$ cat config.mk
export PLATFORM = sky130hd
export DESIGN_NAME = tegr_tenth
export DESIGN_NICKNAME = d
export VERILOG_FILES = /design/src/hw/rtl/tegr_pkg.sv /design/src/hw/rtl/tegr_tenth.sv
export SDC_FILE = /design/constraint.sdc
export NUM_CORES = 1
export LEC_CHECK = 0
export BUFFER_PORTS_ARGS = -buffer_cell sky130_fd_sc_hd__buf_2
export CAP_MARGIN = 20
export CORE_MARGIN = 2
export CORE_UTILIZATION = 63
export CTS_BUF_LIST = sky130_fd_sc_hd__clkbuf_8 sky130_fd_sc_hd__clkbuf_16
export CTS_CLUSTER_SIZE = 8
export DETAILED_ROUTE_END_ITERATION = 10
export HOLD_SLACK_MARGIN = 0.06
export PLACE_DENSITY = 0.82
export RECOVER_POWER = 100
export SYNTH_ARGS = -nofsm -noshare
export SYNTH_HDL_FRONTEND = slang
export SYNTH_SLANG_ARGS = --single-unit
$ cat constraint.sdc
create_clock -name clk -period 5.24 [get_ports clk]
set_clock_uncertainty 0.15 [all_clocks]
set_input_delay 0.524 -clock clk [delete_from_list [all_inputs] [get_ports clk]]
set_output_delay 0.524 -clock clk [all_outputs]
set_load 0.02 [all_outputs]
$ cat src/hw/rtl/tegr_pkg.sv
// ----------------------------------------------------------------------------
// tegr_pkg
// shared constants, item kinds and neighbor offsets for the erosion grid
// ----------------------------------------------------------------------------
`default_nettype none

package tegr_pkg;

  localparam int INT_BITS      = 12;
  localparam int GRID_SIDE_DEF = 64;
  localparam int FRAC_BITS_DEF = 16;
  localparam int TENTH_NUM     = 6554;
  localparam int TENTH_SHIFT   = 16;
  localparam int TENTH_W       = 13;
  localparam int ITER_W        = 8;
  localparam logic [ITER_W-1:0] ITER_RESET = 8'd3;

  localparam logic [1:0] KIND_WRITE = 2'd0;
  localparam logic [1:0] KIND_READ  = 2'd1;
  localparam logic [1:0] KIND_RUN   = 2'd2;

  // step 0 is the center, steps 1..8 the eight neighbors
  function automatic int nb_off(input int side, input int step);
    int off;
    off = 0;
    case (step)
      1:       off = -side - 1;
      2:       off = -side;
      3:       off = -side + 1;
      4:       off = -1;
      5:       off = 1;
      6:       off = side - 1;
      7:       off = side;
      8:       off = side + 1;
      default: off = 0;
    endcase
    return off;
  endfunction

endpackage

`default_nettype wire

$ cat src/hw/rtl/tegr_tenth.sv
// ----------------------------------------------------------------------------
// tegr_tenth
// shared scaling unit: registered truncated tenth of a fixed point value
// ----------------------------------------------------------------------------
`default_nettype none

module tegr_tenth
  import tegr_pkg::*;
#(
  parameter int W = 31
) (
  input  wire logic         clk,
  input  wire logic [W-1:0] v,
  output logic      [W-1:0] q
);

  logic [W+TENTH_W-1:0] prod;

  assign prod = (W+TENTH_W)'(v) * (W+TENTH_W)'(TENTH_NUM);

  always_ff @(posedge clk) begin
    q <= W'(prod >> TENTH_SHIFT);
  end

endmodule

`default_nettype wire

After elaboration in Yosys (flattened, before gate mapping)
Index checks and enable logic that the tools add are counted.
{ "totals": {"word_cells": 2, "reg_bits": 28} }
{ "classes": {"n_mul": 1} }
{ "op_table": {"columns": ["operator", "n"], "rows": [
  ["multiplier 31 x 12 -> 43 bit (second input constant)", 1]
]} }

Logic depth before layout (Yosys ltp)
{ "logic_depth": {"depth_word": 1, "depth_mapped": 18, "mapped_depth_nobuf": 18} }

Worst setup path before layout
OpenSTA, ideal clock, no wires.
{ "synth_path": {"path_type": "input to register", "startpoint": "in v[15]", "endpoint": "reg q[24]", "cell_stages": 18, "t_arrival_ns": 4.636, "slack_ns": 0.391, "n_path_buf": 0, "cell_sequence": "ha_1 xor2_1 ha_1 a21o_1 fa_1 inv_1 fa_1 fa_1 inv_1 ha_1 a21oi_1 o21ai_1 a211oi_1 o21ai_1 o21ai_2 a41oi_2 or4_1 nand4_1"} }
{ "synth_between": {"elab_chain_len": 1} }
{ "synth_lines": {"columns": ["item", "line", "rtl"], "rows": [
  ["start: declaration", "tegr_tenth.sv:13", "input wire logic [W-1:0] v,"],
  ["multiplier 31 x 12 -> 43 bit", "tegr_tenth.sv:19", "assign prod = (W+TENTH_W)'(v) * (W+TENTH_W)'(TENTH_NUM);"],
  ["via prod[40]", "tegr_tenth.sv:17", "logic [W+TENTH_W-1:0] prod;"],
  ["end signal: assignment", "tegr_tenth.sv:22", "q <= W'(prod >> TENTH_SHIFT);"],
  ["end: declaration", "tegr_tenth.sv:14", "output logic [W-1:0] q"]
]} }
The timed path passes the listed nets, and every way through them passes these cells.

Worst setup path in the final report
{ "layout_path": {"startpoint": "in v[13]", "endpoint": "reg q[24]"} }
The elaborated chain is that of the path after synthesis.

==> flow_summary.yaml <==
run_status:
  status: "finished clean"
synth:
  ys.warnings.count: 0
  synth_seq_area_share_pct: 7.847
  synth_edf_count: 0
  synth_compound_area_share_pct: 7.620
  syn_area_per_cell_um2: 10.09
  synthXorXnorAreaFrac_pct: 6.253
  postSynthCellCount: 708
  synthAdderAreaFrac_pct: 64.25
  synthMuxAreaShare_pct: 0
  synth_async_sr_flop_share_pct: 0
  synth_cell_types: 38
  ys_seq_elements: 28
  syn_area_um2: 7143
  synth_top_area_share_pct: 33.63
  yosys-top-cells-area: "fa_1 (34%), ha_1 (30%), inv_1 (10%)"
  synth_flop_cell: "dfxtp_1"
  synth_area_leader_cell: "fa_1"
  yosysMostFrequentCell: "inv_1"
  synth_common_cells: "inv_1 (196), ha_1 (174), fa_1 (120), a21oi_1 (33), xnor2_1 (30)"
  synth_top_family_by_area: "adder cells"
  synth-simple-area-share_pct: 3.363
floorplanning:
  rows: 38
  dieArea_um2: 12210
  dieHeight_um: 110.5
  die_w_um: 110.5
  coreArea_um2: 10940
  num_io_pins: 63
  initial_core_util_pct: 65.32
sta:
  max_freq_mhz: 196.2
  finalMaxSlewViolations: 0
  period_needed_ns: 5.097
  tightest_slew_ns: 0.5999
  setup_viol: 0
  finalHoldViolations: 0
  slew_headroom_pct: 59.67
  fin_setup_tns_ns: 0
  holdWs_ns: 0.8399
  final.setup.worst_slack_ns: 0.1433
  rsz0062_at_grt: "false"
  fin_crit_sh_pct: 97.26
power:
  design_power_total_w: 0.005082
  leakagePower_nw: 4.323
  ir_drop_uv: 542.8
  power_density_nw_per_um2: 652.6
final_layout:
  reg.largest.list: "q x28"
  drive_above_1_share_pct: 7.614
  largest_register_ffs: 28
  syn_to_final_growth_pct: 9.021
  n_fill_cell: 857
  multiInputGateArea_um2: 5832
  nets: 1115
  regArea_um2: 560.5
  diodes: 0
  regMostFlops: "q"
worst_setup_path:
  cp_cell_sequence: "buf_2 > ha_1 > xor2_1 > ha_1 > a21o_1 > fa_1 > fa_1 > inv_1 > fa_1 > inv_1 > ha_1 > a21oi_1 > o21ai_1 > a211oi_1 > o21ai_1 > o21ai_2 > a41oi_2 > or4_1 > nand4_1"
  slowest_stage: "fa_1"
  crit_required_ns: 5.29
  max_stage_delay_ns: 0.49
  worstPathArrival_ns: 5.15
  crit_family: "adder cells"
  cp.depth: 19
  crit_type: "in2reg"
  crit_fanout: 5
  start_kind: "input port"
  cp_num_buf_inv: 3
  critPathCaptureType: "register"
grt:
  antenna_found_initial: 0
  grt_first_pass_wirelength_mm: 24.70
  overflow: 0
  grt_usage_pct: 24.77
  grt_max_degree: 16
  grt_pass1_vias: 5362
placed_design:
  globalplace.congestion: 0.9305
  dp_slack_ns: -0.06215
  port_buffers: 59
  dpl.hpwl_mm: 13.42
drt:
  drt-total-wl_mm: 14.40
  wl_per_cell_um: 15.51
  via_count: 4838
  initialDrtViolationCount: 186
  detail-route-antenna-nets: 0
  drc: 0
  via_per_inst: 5.213
  drt_pass1_iterations: 4
clocking:
  clock-root-buffer: "clkbuf_16"
  clk_pin_slew_worst_paths_ns: 0.06
  clockBufferDepth: 2
  cts_tree: "done"
  htree_levels: 1
  cts_buffers: 3
  clkSinkCount: 28
worst_hold_path:
  min_to: "q[27]"
  min_delay_path_depth: 5
  min_from: "v[29]"
  hold_path.class: "in2reg"
job:
  maxCapViolations: 0
==> placed cells by master, fill, tap and decap left out, types with 2 or more instances in the layout <==
master and instances:
a211oi_1 2, a21o_1 11, a21oi_1 33, a31oi_1 2, and2_1 4, buf_2 31, buf_4 16, clkbuf_1 28
clkbuf_16 3, clkbuf_4 2, conb_1 3, dfxtp_1 28, fa_1 120, ha_1 174, inv_1 196, nand2_1 19
nand2b_1 4, nand3_1 2, nand4_1 4, nor2_1 10, o2111ai_1 2, o211ai_1 4, o21ai_0 11, o21ai_1 9
o21ai_2 2, o31ai_1 2, xnor2_1 30, xor2_1 21
==> tightest hold or removal path, cell delays in order <==
cell,delay [ns]
buf_2,0.17
ha_1,0.18
xnor2_1,0.09
xnor2_1,0.17
xnor2_1,0.07
==> kinds of logic after synthesis <==
group | Yosys count
flip-flops | 28
XOR/XNOR | 51
adder cells (fa/ha/maj) | 295
AND/OR/NAND/NOR | 50
AO/OA/AOI/OAI | 84
other | 1
buffers and inverters | 199
==> report_power, final <==
part           internal [W]  switching, W
Combinational       0.00195       0.00252
Sequential         0.000399     0.0000236
Clock              0.000117     0.0000675
Total               0.00247       0.00261
==> final cells by class <==
cell class	instances	share of cell area [%]
sequential	28	7.198
timing repair buffer	77	5.077
inverter	196	9.447
clock buffer	4	1.141
multi-input combinational	483	74.89
tap	140	2.249
==> metrics by stage <==
stage | cell area (um^2) | util, % | cells
floorplan | 7151 | - | 710
global placement | 7734 | 70.72 | 924
detailed placement | 7734 | 70.72 | 924
CTS | 7823 | 71.53 | 928
global route | 7787 | 71.21 | 928
finish | 7787 | 71.21 | 928
==> repair_timing <==
action | 4_1_cts | 5_1_grt
resized for setup | 0 | 2
setup endpoints to repair | 0 | 3
setup buffers | 0 | 0
hold buffers | 0 | 0
==> routing by layer <==
metal / vias to the layer above / wire, um / global-route usage, %
met5: - / 0 / 0
met4: 0 / 225 / 6.083
met3: 20 / 370 / 0.9330
met2: 91 / 7220 / 45.11
met1: 2336 / 6579 / 32.71
li1: 2391 / - / -
==> how the worst max path moves through the flow <==
stage,startpoint,to
global placement,v[16],q[24]
finish,v[13],q[24]
floorplan,v[15],q[24]
CTS,v[13],q[24]
detailed placement,v[10],q[24]
global route,v[13],q[24]
No activity file was read; power rests on OpenSTA's default activity.
